[src/sv/gid_pkg.sv]
// Package for the globals image decompressor.
// Holds parse and sequencer states, result codes, token masks, template tables
// and the structs passed between the sequencer, the offset unit and the top level.
package gid_pkg;

    typedef enum logic [2:0] {
        PH_HEADER   = 3'd0,
        PH_OFFSET   = 3'd1,
        PH_TOKEN    = 3'd2,
        PH_LITERAL  = 3'd3,
        PH_REPVAL   = 3'd4,
        PH_TEMPLATE = 3'd5,
        PH_DONE     = 3'd6,
        PH_HALT     = 3'd7
    } phase_t;

    typedef enum logic [1:0] {
        ST_IN    = 2'd0,
        ST_RUN   = 2'd1,
        ST_TMPL  = 2'd2,
        ST_EVENT = 2'd3
    } seq_state_t;

    localparam logic [1:0] KIND_WRITE   = 2'd0;
    localparam logic [1:0] KIND_SECTION = 2'd1;
    localparam logic [1:0] KIND_ERROR   = 2'd2;

    localparam logic [1:0] LAST_SECTION = 2'd2;
    localparam logic [7:0] HEADER_BYTES = 8'd4;
    localparam logic [7:0] OFFSET_BYTES = 8'd4;
    localparam logic [3:0] TMPL_LEN     = 4'd8;

    localparam logic [7:0] TOK_END      = 8'h00;
    localparam logic [7:0] LIT_MASK     = 8'h80;
    localparam logic [7:0] LIT_LEN      = 8'h7F;
    localparam logic [7:0] ZERO_MASK    = 8'hC0;
    localparam logic [7:0] ZERO_CODE    = 8'h40;
    localparam logic [7:0] ZERO_LEN     = 8'h3F;
    localparam logic [7:0] REP_MASK     = 8'hE0;
    localparam logic [7:0] REP_CODE     = 8'h20;
    localparam logic [7:0] REP_LEN      = 8'h1F;
    localparam logic [7:0] FF_MASK      = 8'hF0;
    localparam logic [7:0] FF_CODE      = 8'h10;
    localparam logic [7:0] FF_LEN       = 8'h0F;
    localparam logic [7:0] TMPL_FIRST   = 8'h01;
    localparam logic [7:0] TMPL_LAST    = 8'h04;
    localparam logic [7:0] BYTE_ONES    = 8'hFF;
    localparam logic [7:0] BYTE_LDA     = 8'hA9;
    localparam logic [7:0] BYTE_F0      = 8'hF0;

    typedef struct packed {
        logic        clear;
        logic        step;
    } pos_cmd_t;

    typedef struct packed {
        logic [1:0]  kind;
        logic [31:0] write_offset;
        logic [7:0]  write_value;
        logic [1:0]  section_number;
        logic        last_of_run;
    } result_t;

    // bit i set: template byte i comes from the input
    function automatic logic [7:0] tmpl_embed(input logic [1:0] id);
        logic [7:0] m;
        case (id)
            2'd0:    m = 8'hC0;
            2'd1:    m = 8'hE0;
            2'd2:    m = 8'hB0;
            default: m = 8'hB8;
        endcase
        return m;
    endfunction

    function automatic logic [7:0] tmpl_byte(input logic [1:0] id, input logic [2:0] idx);
        logic [7:0] v;
        v = 8'h00;
        if (id[1] == 1'b0)
        begin
            if (idx == 3'd4 || (idx == 3'd5 && id[0] == 1'b0))
            begin
                v = BYTE_ONES;
            end
        end
        else
        begin
            if (idx == 3'd0)
            begin
                v = BYTE_LDA;
            end
            else if (idx == 3'd1)
            begin
                v = BYTE_F0;
            end
        end
        return v;
    endfunction

    function automatic logic tmpl_fixed_at(input logic [1:0] id, input logic [3:0] idx);
        logic [7:0] m;
        m = tmpl_embed(id);
        return (idx < TMPL_LEN) && !m[idx[2:0]];
    endfunction

endpackage

[src/sv/gid_offset_unit.sv]
// Offset unit of the globals image decompressor: position counter and the
// shared adder that forms data_size + section offset + position. Uses gid_pkg.
module gid_offset_unit
    import gid_pkg::*;
(
    input  logic        clk,
    input  logic        rst_n,
    input  pos_cmd_t    cmd,
    input  logic [31:0] data_size,
    input  logic [31:0] sec_offset,
    output logic [31:0] offset
);

    logic [31:0] pos_reg;
    logic [31:0] pos_next;

    always_comb
    begin
        pos_next = pos_reg;
        if (cmd.clear)
        begin
            pos_next = '0;
        end
        else if (cmd.step)
        begin
            pos_next = pos_reg + 32'd1;
        end
    end

    always_ff @(posedge clk or negedge rst_n)
    begin
        if (!rst_n)
        begin
            pos_reg <= '0;
        end
        else
        begin
            pos_reg <= pos_next;
        end
    end

    assign offset = data_size + sec_offset + pos_reg;

endmodule

[src/sv/gid_sequencer.sv]
// Parser and result sequencer of the globals image decompressor.
// Decodes header, offsets and tokens, then walks runs and templates one
// result per cycle through gid_offset_unit while res_ready is high. Uses gid_pkg.
module gid_sequencer
    import gid_pkg::*;
(
    input  logic        clk,
    input  logic        rst_n,
    input  logic        in_valid,
    output logic        in_ready,
    input  logic [7:0]  in_byte,
    input  logic        in_restart,
    input  logic [31:0] data_size,
    output logic        res_valid,
    input  logic        res_ready,
    output result_t     res
);

    seq_state_t  state_reg, state_next;
    phase_t      phase_reg, phase_next;
    logic [7:0]  cnt_reg, cnt_next;
    logic [31:0] sec_off_reg, sec_off_next;
    logic [1:0]  section_reg, section_next;
    logic [6:0]  run_cnt_reg, run_cnt_next;
    logic [7:0]  run_val_reg, run_val_next;
    logic        follow_reg, follow_next;
    logic [1:0]  tmpl_id_reg, tmpl_id_next;
    logic [3:0]  tmpl_idx_reg, tmpl_idx_next;
    logic [1:0]  evt_kind_reg, evt_kind_next;
    logic [7:0]  evt_val_reg, evt_val_next;

    logic        clear_pos;
    logic        accept;
    logic        emit_take;
    logic [3:0]  idx_inc;
    logic [31:0] offset;
    pos_cmd_t    pos_cmd;

    phase_t      eff_phase;
    logic [7:0]  eff_cnt;
    logic [1:0]  eff_section;

    assign accept    = in_valid && in_ready;
    assign emit_take = res_valid && res_ready;
    assign idx_inc   = tmpl_idx_reg + 4'd1;

    gid_offset_unit u_offset (
        .clk        (clk),
        .rst_n      (rst_n),
        .cmd        (pos_cmd),
        .data_size  (data_size),
        .sec_offset (sec_off_reg),
        .offset     (offset)
    );

    always_comb
    begin
        state_next    = state_reg;
        phase_next    = phase_reg;
        cnt_next      = cnt_reg;
        sec_off_next  = sec_off_reg;
        section_next  = section_reg;
        run_cnt_next  = run_cnt_reg;
        run_val_next  = run_val_reg;
        follow_next   = follow_reg;
        tmpl_id_next  = tmpl_id_reg;
        tmpl_idx_next = tmpl_idx_reg;
        evt_kind_next = evt_kind_reg;
        evt_val_next  = evt_val_reg;
        clear_pos     = 1'b0;
        eff_phase     = in_restart ? PH_HEADER : phase_reg;
        eff_cnt       = in_restart ? 8'd0 : cnt_reg;
        eff_section   = in_restart ? 2'd0 : section_reg;

        case (state_reg)
            ST_IN:
            begin
                if (accept)
                begin
                    section_next = eff_section;
                    clear_pos    = in_restart;
                    if (in_restart)
                    begin
                        sec_off_next = '0;
                    end
                    case (eff_phase)
                        PH_HEADER:
                        begin
                            cnt_next   = eff_cnt + 8'd1;
                            phase_next = PH_HEADER;
                            if (eff_cnt + 8'd1 >= HEADER_BYTES)
                            begin
                                phase_next   = PH_OFFSET;
                                cnt_next     = '0;
                                sec_off_next = '0;
                                clear_pos    = 1'b1;
                            end
                        end
                        PH_OFFSET:
                        begin
                            sec_off_next = {sec_off_reg[23:0], in_byte};
                            cnt_next     = eff_cnt + 8'd1;
                            if (eff_cnt + 8'd1 >= OFFSET_BYTES)
                            begin
                                phase_next = PH_TOKEN;
                                cnt_next   = '0;
                                clear_pos  = 1'b1;
                            end
                        end
                        PH_TOKEN:
                        begin
                            if (in_byte == TOK_END)
                            begin
                                state_next    = ST_EVENT;
                                evt_kind_next = KIND_SECTION;
                                evt_val_next  = '0;
                                phase_next    = (section_reg >= LAST_SECTION) ? PH_DONE
                                                                              : PH_OFFSET;
                                cnt_next      = '0;
                            end
                            else if ((in_byte & LIT_MASK) == LIT_MASK)
                            begin
                                cnt_next   = (in_byte & LIT_LEN) + 8'd1;
                                phase_next = PH_LITERAL;
                            end
                            else if ((in_byte & ZERO_MASK) == ZERO_CODE)
                            begin
                                state_next   = ST_RUN;
                                run_cnt_next = 7'((in_byte & ZERO_LEN) + 8'd1);
                                run_val_next = 8'h00;
                                follow_next  = 1'b0;
                            end
                            else if ((in_byte & REP_MASK) == REP_CODE)
                            begin
                                cnt_next   = (in_byte & REP_LEN) + 8'd2;
                                phase_next = PH_REPVAL;
                            end
                            else if ((in_byte & FF_MASK) == FF_CODE)
                            begin
                                state_next   = ST_RUN;
                                run_cnt_next = 7'((in_byte & FF_LEN) + 8'd1);
                                run_val_next = BYTE_ONES;
                                follow_next  = 1'b0;
                            end
                            else if (in_byte >= TMPL_FIRST && in_byte <= TMPL_LAST)
                            begin
                                state_next    = ST_TMPL;
                                tmpl_id_next  = 2'(in_byte - TMPL_FIRST);
                                tmpl_idx_next = '0;
                                phase_next    = PH_TEMPLATE;
                            end
                            else
                            begin
                                state_next    = ST_EVENT;
                                evt_kind_next = KIND_ERROR;
                                evt_val_next  = in_byte;
                                phase_next    = PH_HALT;
                            end
                        end
                        PH_LITERAL:
                        begin
                            state_next   = ST_RUN;
                            run_cnt_next = 7'd1;
                            run_val_next = in_byte;
                            follow_next  = 1'b0;
                            cnt_next     = eff_cnt - 8'd1;
                            if (eff_cnt == 8'd1)
                            begin
                                phase_next = PH_TOKEN;
                            end
                        end
                        PH_REPVAL:
                        begin
                            state_next   = ST_RUN;
                            run_cnt_next = 7'(eff_cnt);
                            run_val_next = in_byte;
                            follow_next  = 1'b0;
                            phase_next   = PH_TOKEN;
                        end
                        PH_TEMPLATE:
                        begin
                            state_next    = ST_RUN;
                            run_cnt_next  = 7'd1;
                            run_val_next  = in_byte;
                            tmpl_idx_next = idx_inc;
                            follow_next   = tmpl_fixed_at(tmpl_id_reg, idx_inc);
                            if (idx_inc == TMPL_LEN)
                            begin
                                phase_next = PH_TOKEN;
                            end
                        end
                        default:
                        begin
                            phase_next = eff_phase;
                        end
                    endcase
                end
            end
            ST_RUN:
            begin
                if (emit_take)
                begin
                    run_cnt_next = run_cnt_reg - 7'd1;
                    if (run_cnt_reg == 7'd1)
                    begin
                        state_next = follow_reg ? ST_TMPL : ST_IN;
                    end
                end
            end
            ST_TMPL:
            begin
                if (emit_take)
                begin
                    tmpl_idx_next = idx_inc;
                    if (!tmpl_fixed_at(tmpl_id_reg, idx_inc))
                    begin
                        state_next = ST_IN;
                        phase_next = (idx_inc == TMPL_LEN) ? PH_TOKEN : PH_TEMPLATE;
                    end
                end
            end
            ST_EVENT:
            begin
                if (emit_take)
                begin
                    state_next = ST_IN;
                    if (evt_kind_reg == KIND_SECTION && section_reg < LAST_SECTION)
                    begin
                        section_next = section_reg + 2'd1;
                        sec_off_next = '0;
                        clear_pos    = 1'b1;
                    end
                end
            end
            default:
            begin
                state_next = ST_IN;
            end
        endcase
    end

    always_comb
    begin
        in_ready           = 1'b0;
        res_valid          = 1'b0;
        res.kind           = KIND_WRITE;
        res.write_offset   = offset;
        res.write_value    = run_val_reg;
        res.section_number = section_reg;
        res.last_of_run    = 1'b0;
        case (state_reg)
            ST_IN:
            begin
                in_ready = 1'b1;
            end
            ST_RUN:
            begin
                res_valid       = 1'b1;
                res.last_of_run = (run_cnt_reg == 7'd1) &&
                                  !(follow_reg && tmpl_fixed_at(tmpl_id_reg, tmpl_idx_reg));
            end
            ST_TMPL:
            begin
                res_valid       = 1'b1;
                res.write_value = tmpl_byte(tmpl_id_reg, tmpl_idx_reg[2:0]);
                res.last_of_run = !tmpl_fixed_at(tmpl_id_reg, idx_inc);
            end
            ST_EVENT:
            begin
                res_valid        = 1'b1;
                res.kind         = evt_kind_reg;
                res.write_offset = '0;
                res.write_value  = evt_val_reg;
                res.last_of_run  = 1'b1;
            end
            default:
            begin
                in_ready = 1'b0;
            end
        endcase
        pos_cmd.clear = clear_pos;
        pos_cmd.step  = emit_take && (state_reg == ST_RUN || state_reg == ST_TMPL);
    end

    always_ff @(posedge clk or negedge rst_n)
    begin
        if (!rst_n)
        begin
            state_reg    <= ST_IN;
            phase_reg    <= PH_HEADER;
            cnt_reg      <= '0;
            sec_off_reg  <= '0;
            section_reg  <= '0;
            run_cnt_reg  <= '0;
            run_val_reg  <= '0;
            follow_reg   <= 1'b0;
            tmpl_id_reg  <= '0;
            tmpl_idx_reg <= '0;
            evt_kind_reg <= KIND_WRITE;
            evt_val_reg  <= '0;
        end
        else
        begin
            state_reg    <= state_next;
            phase_reg    <= phase_next;
            cnt_reg      <= cnt_next;
            sec_off_reg  <= sec_off_next;
            section_reg  <= section_next;
            run_cnt_reg  <= run_cnt_next;
            run_val_reg  <= run_val_next;
            follow_reg   <= follow_next;
            tmpl_id_reg  <= tmpl_id_next;
            tmpl_idx_reg <= tmpl_idx_next;
            evt_kind_reg <= evt_kind_next;
            evt_val_reg  <= evt_val_next;
        end
    end

    a_run_nonempty: assert property (@(posedge clk) disable iff (!rst_n)
        state_reg == ST_RUN |-> run_cnt_reg != 7'd0)
        else $error("run state with empty count");

    a_tmpl_in_range: assert property (@(posedge clk) disable iff (!rst_n)
        state_reg == ST_TMPL |-> tmpl_fixed_at(tmpl_id_reg, tmpl_idx_reg))
        else $error("template walk on a non-fixed byte");

    a_error_halts: assert property (@(posedge clk) disable iff (!rst_n)
        (emit_take && res.kind == KIND_ERROR) |=> phase_reg == PH_HALT)
        else $error("error result without halt");

    a_section_range: assert property (@(posedge clk) disable iff (!rst_n)
        section_reg <= LAST_SECTION)
        else $error("section number out of range");

    a_last_leaves: assert property (@(posedge clk) disable iff (!rst_n)
        (emit_take && res.last_of_run) |=> state_reg == ST_IN)
        else $error("last result did not return to input");

endmodule

[src/sv/globals_image_decompressor_unit.sv]
// Top level of the globals image decompressor: configuration register,
// gid_sequencer and the registered result stage. Uses gid_pkg.
//
//  channel   dir  handshake                    payload
//  s_axis    in   s_axis_tvalid/s_axis_tready  tdata: resource_byte; tuser: restart
//  m_axis    out  m_axis_tvalid/m_axis_tready  tdata: write_offset, write_value,
//                                              section_number; tuser: kind; tlast
//  data_size in   data_size_wr_en              data_size_wr_data
//
// Each input item is accepted and then causes 0 to 64 results, which the shared offset
// adder forms at one result per cycle while the result register can take them.
// Input is not ready while results of the previous item are being produced.
// The result register holds an item while m_axis_tready is low and stalls the walk.
// Asynchronous active-low reset clears the parser and sets data_size to 0.
module globals_image_decompressor_unit
    import gid_pkg::*;
(
    input  logic        clk,
    input  logic        rst_n,
    input  logic        s_axis_tvalid,
    output logic        s_axis_tready,
    input  logic [7:0]  s_axis_tdata,   // [7:0] resource_byte
    input  logic        s_axis_tuser,   // [0] restart
    output logic        m_axis_tvalid,
    input  logic        m_axis_tready,
    output logic [47:0] m_axis_tdata,   // [31:0] write_offset, [39:32] write_value,
                                        // [41:40] section_number, [47:42] zero
    output logic [1:0]  m_axis_tuser,   // [1:0] kind
    output logic        m_axis_tlast,
    input  logic        data_size_wr_en,
    input  logic [31:0] data_size_wr_data
);

    logic [31:0] data_size_reg, data_size_next;
    logic        out_valid_reg, out_valid_next;
    result_t     out_reg, out_next;
    logic        res_valid;
    logic        res_ready;
    result_t     res;

    gid_sequencer u_seq (
        .clk        (clk),
        .rst_n      (rst_n),
        .in_valid   (s_axis_tvalid),
        .in_ready   (s_axis_tready),
        .in_byte    (s_axis_tdata),
        .in_restart (s_axis_tuser),
        .data_size  (data_size_reg),
        .res_valid  (res_valid),
        .res_ready  (res_ready),
        .res        (res)
    );

    assign res_ready = !out_valid_reg || m_axis_tready;

    always_comb
    begin
        data_size_next = data_size_wr_en ? data_size_wr_data : data_size_reg;
        out_valid_next = out_valid_reg;
        out_next       = out_reg;
        if (res_ready)
        begin
            out_valid_next = res_valid;
            out_next       = res;
        end
    end

    always_ff @(posedge clk or negedge rst_n)
    begin
        if (!rst_n)
        begin
            data_size_reg <= '0;
            out_valid_reg <= 1'b0;
        end
        else
        begin
            data_size_reg <= data_size_next;
            out_valid_reg <= out_valid_next;
        end
    end

    always_ff @(posedge clk)
    begin
        out_reg <= out_next;
    end

    assign m_axis_tvalid = out_valid_reg;
    assign m_axis_tdata  = {6'd0, out_reg.section_number, out_reg.write_value,
                            out_reg.write_offset};
    assign m_axis_tuser  = out_reg.kind;
    assign m_axis_tlast  = out_reg.last_of_run;

endmodule
[config.mk]
export PLATFORM = sky130hd
export DESIGN_NAME = globals_image_decompressor_unit
export DESIGN_NICKNAME = d
export VERILOG_FILES = /design/src/sv/gid_pkg.sv /design/src/sv/gid_offset_unit.sv /design/src/sv/gid_sequencer.sv /design/src/sv/globals_image_decompressor_unit.sv
export SDC_FILE = /design/constraint.sdc
export NUM_CORES = 1
export LEC_CHECK = 0
export BUFFER_PORTS_ARGS = -buffer_cell sky130_fd_sc_hd__buf_2
export CAP_MARGIN = 20
export CELL_PAD_IN_SITES_DETAIL_PLACEMENT = 1
export CELL_PAD_IN_SITES_GLOBAL_PLACEMENT = 1
export CORE_MARGIN = 2
export CORE_UTILIZATION = 51
export CTS_CLUSTER_DIAMETER = 150
export DETAILED_ROUTE_END_ITERATION = 7
export PLACE_DENSITY_LB_ADDON = 0.1
export SLEW_MARGIN = 20
export SYNTH_ARGS = -nofsm -noshare
export SYNTH_HDL_FRONTEND = slang
export SYNTH_SLANG_ARGS = --single-unit
export TNS_END_PERCENT = 100
[constraint.sdc]
create_clock -name clk -period 4.5 [get_ports clk]
set_input_delay 0.9 -clock clk [delete_from_list [all_inputs] [get_ports clk]]
set_output_delay 0.9 -clock clk [all_outputs]
set_load 0.03 [all_outputs]
Word level (Yosys, flattened, before mapping)
Index checks and enable logic that the tools add are counted.
{ "totals": {"reg_bits": 189, "inputBits": 46, "output_inout_bits": 53, "wordCells": 282} }
{ "op_classes": {"add_sub_neg": 13, "magnitude_cmp": 9, "n_eq_ne": 57, "muxes": 127, "bitwise_logic": 6, "n_reduce_logical": 50} }
{ "ops": {"columns": ["operator", "n"], "rows": [
  ["$mux W32", 7],
  ["$mux W8", 28],
  ["$pmux W32 S2", 2],
  ["$add A32 B32 Y32", 2],
  ["$mux W7", 7],
  ["$mux W2", 23],
  ["$mux W3", 14],
  ["$pmux W7 S3", 2],
  ["$add A32 B1 Y32 const B", 1],
  ["$mux W4", 8],
  ["$pmux W8 S2", 2],
  ["$reduce_and A9 Y1", 3],
  ["$pmux W8 S3", 1],
  ["$ne A2 B1 Y1 const B", 11],
  ["$ne A3 B3 Y1 const B", 7],
  ["$mux W1", 18],
  ["$pmux W3 S6", 1],
  ["$pmux W4 S2", 2],
  ["$reduce_and A8 Y1", 2],
  ["$ne A3 B2 Y1 const B", 5],
  ["$pmux W7 S2", 1],
  ["$reduce_and A7 Y1", 2],
  ["$bmux W1 S3", 4],
  ["$eq A3 B3 Y1 const B", 4],
  ["other kinds (52)", 105]
]} }

Logic depth before layout (Yosys ltp)
{ "depth": {"ltp_word": 13, "ltp_mapped": 13} }

Cells and area by module
From an unflattened synthesis, not the netlist that was laid out.
{ "hier_totals": {"hier_cells": 1115, "hier_area_um2": 11649.9} }
{ "modules_own_cells": {"columns": ["mod", "n_inst", "cells_per_inst", "area_per_inst_um2", "seq_area_each_um2"], "rows": [
  ["gid_sequencer", 1, 565, 5027.3, 1951.9],
  ["gid_offset_unit", 1, 427, 3839.9, 800.8],
  ["globals_image_decompressor_unit", 1, 123, 2782.7, 2177.1]
]} }

Worst setup path before layout
Ideal clock, no wire load.
{ "synth_timing": {"path_type": "input -> register", "from": "input port m_axis_tready", "to": "register u_seq.u_offset.pos_reg[30]", "setup_ns": 0.078, "arrival_ns": 3.128, "required_ns": 4.422, "slack_ns": 1.294, "cell_stages": 8, "n_path_buf": 1, "path_cell_list": "nand2b_2 and3_4 and4_4 nand3_4 or3_1 clkbuf_2 or3_1 a21oi_1"} }
{ "synth_between": {"elab_chain_len": 5, "elab_cells_between_ends": 7, "classes_between": "3 x mux; 4 x reduce/logical"} }
{ "synth_lines": {"columns": ["item", "line", "source"], "rows": [
  ["start, declared", "globals_image_decompressor_unit.sv:25", "input logic m_axis_tready,"],
  ["$logic_or A1 B1 Y1 *", "globals_image_decompressor_unit.sv:54", "assign res_ready = !out_valid_reg || m_axis_tready;"],
  ["$logic_and A1 B1 Y1 *", "gid_sequencer.sv:44", "assign emit_take = res_valid && res_ready;"],
  ["$mux W1", "gid_sequencer.sv:224", "if (emit_take)"],
  ["$pmux W1 S2", "gid_sequencer.sv:75", "case (state_reg)"],
  ["$mux W32 or $reduce_bool A2 Y1 (tied branches)", null, null],
  ["end signal, assigned", "gid_offset_unit.sv:38", "pos_reg <= pos_next;"],
  ["end, declared", "gid_offset_unit.sv:14", "logic [31:0] pos_reg;"]
]} }
Mark *: on every way between the ends. The rest lies on a longest branch, timed or not.
A chain may end at the register's enable or synchronous reset.

Worst setup path after layout
{ "layout_timing": {"from": "register u_seq.u_offset.pos_reg[1]", "to": "register out_reg, in the netlist m_axis_tdata[29] (data pin)"} }
{ "layout_between": {"elab_chain_len": 1} }
{ "layout_lines": {"columns": ["item", "line", "source"], "rows": [
  ["$add A32 B32 Y32", "gid_offset_unit.sv:42", "assign offset = data_size + sec_offset + pos_reg;"],
  ["end signal, assigned", "globals_image_decompressor_unit.sv:84", "out_reg <= out_next;"],
  ["end, declared", "globals_image_decompressor_unit.sv:36", "result_t out_reg, out_next;"]
]} }
No other way between the ends.

==> reports/metrics.cfg <==
[route]
first_pass_iters=5
num_vias=8685
wl_per_cell_um=20.7
drt-total-wl_um=30300
ant_nets=0
drt_drc_violations_left=0
drt_iter0_markers=436
viasPerCell=5.93

[die]
initial_utilization_pct=51.7
die_x_um=152
die_h_um=152
rows=54
pin_count=99
core_area_um2=21700
die_area_um2=23200

[critical_path]
critPathLaunchType=flip-flop
cp_max_fo=6
crit_required_ps=4780
crit_type=flip-flop to flip-flop
cp.arrival_ps=4000
crit_path_end_kind=flip-flop

[layout]
nets=1293
nFillCells=2409
largest_register_ffs=42
stdcell_count=1464
areaGrowthSynthToFinish_pct=11.0
regArea_um2=4930
drive_gt1_share_pct=17.1
design_area_um2=12400
multiInputGateArea_um2=5900

[clock_tree]
cts-root-buf=clkbuf_16
numCtsBuffers=17
clockBufferDepth=2
clock_sinks=188
cts_setup_buffers=0
cts_resized=0
ctsHoldBuffers=0
clkTransAtPathRegs_ps=80
insertion_delay_ps=460
cts_tree=built
ctsHtreeMaxLevel=4

[logic_synthesis]
ys_async_sr_fraction_pct=76.1
synthTopCellsByArea=dfrtp_1, edfxtp_1, fa_1
synth-seq-cells=188
yosys_most_used_dff=dfrtp_1
syn-instance-count=1100
yosysWarnings=0
synth_cell_types=84
syn_area_um2=11200
ys_seq_area_share_pct=44.0
yosysTopAreaCell=dfrtp_1
synth_enable_flop_cells=45
synth_area_per_cell_um2=10.2
synth_top_cell_area_share_pct=31.9

[power_and_ir_drop]
sw_frac_of_total_pct=43.1
clkPwrFrac_pct=20.5
combPwrFrac_pct=42.9
p_int_mw=4.24
power.net_switching_mw=3.21
p_leak_nw=5.60
powerDensity_nw_per_um2=599
p_seq_share_pct=36.6
vdd_drop_max_v=0.000321

[min_path]
hold_class=flip-flop to flip-flop

[grt]
grt_pass1_vias=9116
grt_pass1_wl_um=49200
grt_max_degree=102
grt-ovfl-total=0
antenna_found_initial=1
grt.total_usage_pct=26.7

[place]
dp.cells=1431
io_buffer_count=92
dp_slack_ps=795
placed_cell_area_um2=11800
routabilityCongestion=0.862
dp.final_hpwl_um=22300

[timing]
tightestPinTransition_ps=950
hold_viol_final=0
tns_ps=0
setup_viol=0
setup_ws_ps=786
relSlewSlack_pct=36.7
fmax_mhz=269
finalCritPeriodShare_pct=82.5
rsz0062_at_grt=false
skew_ps=22.5
finalCriticalPeriod_ps=3710
slew_viol_final=0

[flow_run]
maxCapViolCount=0

[run_status]
outcome=completed

## synth_stat cells (all sizes together), types with 4 or more instances
library cell  number
dfrtp            143
nor2             110
nand2            106
o21ai             82
a21oi             66
edfxtp            45
ha                45
inv               38
mux2              38
clkbuf            35
xor2              34
a22o              33
fa                32
nand3             30
xnor2             25
a21o              22
buf               18
nor3              17
nand4             15
nand2b            12
or3               12
nor2b             11
and2              10
and3               9
a221oi             8
o21bai             7
o22a               7
a221o              6
o22ai              6
a22oi              5
a31oi              5
o211ai             5
o21a               5
a211oi             4
and4               4
mux2i              4
nand3b             4
o31a               4
o31ai              4
or4                4
## layout make-up
class / instances / area share [%]
sequential: 188 / 39.6
multi-input combinational: 826 / 47.4
timing repair buffer: 99 / 4.17
tap: 280 / 2.82
inverter: 38 / 1.15
clock buffer: 17 / 3.42
antenna: 1 / 0.0201
clock inverter: 15 / 1.42
## cells by family (layout without fill, tap and decap cells)
kind of cell	count (synthesis)	in the layout	synth area share (%)
DFF	188	188	44.0
xor gates and xnor gates	59	59	4.61
and+or+nand+nor	358	358	15.8
other	1	7	0.0335
buffers and inverters	91	169	3.66
adders and majority gates	77	77	10.7
muxes	42	42	4.18
AOI/OAI and AO/OA	284	284	17.0
## worst max-delay path, stage by stage, from the launching register on
cell and delay [ps]:
dfrtp_1 470, fa_1 500, ha_1 250, fa_1 430
a21oi_1 220, o21ai_1 130, a21oi_1 320, a21oi_2 140
o21ai_1 440, o311ai_0 260, o21ai_0 170, nor3b_1 210
## cells in the final DEF (no fill, tap or decap), types with 6 or more instances in the layout
| cell | synthesis | final |
|---|---|---|
| buf_2 | 3 | 91 |
| a221oi_1 | 7 | 7 |
| nand4_1 | 14 | 14 |
| mux2_2 | 36 | 36 |
| a22o_1 | 33 | 33 |
| dfrtp_1 | 143 | 143 |
| a21oi_1 | 64 | 63 |
| fa_1 | 32 | 32 |
| xnor2_1 | 25 | 25 |
| a221o_1 | 6 | 6 |
| a21o_1 | 22 | 22 |
| o22a_1 | 7 | 7 |
| nor3_1 | 15 | 14 |
| conb_1 | 1 | 6 |
| xor2_1 | 34 | 34 |
| or3_1 | 12 | 12 |
| ha_1 | 45 | 44 |
| and2_1 | 9 | 9 |
| nand2b_1 | 10 | 10 |
| nand3_1 | 27 | 27 |
| nor2_1 | 108 | 108 |
| nor2b_1 | 11 | 11 |
| inv_1 | 37 | 37 |
| o21ai_0 | 68 | 68 |
| o21ai_1 | 12 | 12 |
| o21bai_1 | 7 | 7 |
| buf_4 | 9 | 7 |
| edfxtp_1 | 45 | 45 |
| nand2_1 | 106 | 106 |
| clkbuf_16 | 0 | 17 |
| and3_1 | 8 | 8 |
## final timing paths
path | cells past startpoint | from | slack (ps) | end
setup / recovery | 11 | u_seq.u_offset.pos_reg[1] | 790 | m_axis_tdata[29]
hold / removal | 1 | u_seq.evt_val_reg[6] | 490 | u_seq.evt_val_reg[6]
setup reg to reg | 11 | u_seq.u_offset.pos_reg[1] | 790 | m_axis_tdata[29]
hold reg to reg | 1 | u_seq.evt_val_reg[6] | 490 | u_seq.evt_val_reg[6]
max in group asynchronous | 2 | rst_n | 3050 | data_size_reg[20]
min in group asynchronous | 1 | rst_n | 520 | u_seq.evt_val_reg[6]
## power groups by stage
stage | clock, mW | sequential [mW] | combinational (mW)
2_1_floorplan | 0 | 3.01 | 2.01
5_1_grt | 1.61 | 2.80 | 3.53
3_3_place_gp | 0 | 2.74 | 3.06
6_report | 1.53 | 2.73 | 3.19
3_5_place_dp | 0 | 2.76 | 3.19
4_1_cts | 1.55 | 2.73 | 3.21
## per-stage QoR
step	power (mW)	utilization [%]	hold slack, ps
2_1_floorplan	5.03	-	447
3_3_place_gp	5.80	54.6	464
3_5_place_dp	5.95	54.6	476
4_1_cts	7.50	57.4	500
5_1_grt	7.94	57.4	513
6_report	7.45	57.4	491
## routing by layer
| metal | GRT usage, % | vias up | wire [um] |
|---|---|---|---|
| li1 | - | 4071 | - |
| met5 | 0 | - | 0 |
| met1 | 35.0 | 4405 | 13400 |
| met4 | 6.94 | 0 | 550 |
| met3 | 3.75 | 43 | 902 |
| met2 | 46.9 | 166 | 15500 |
(Power assumes the default switching activity.)
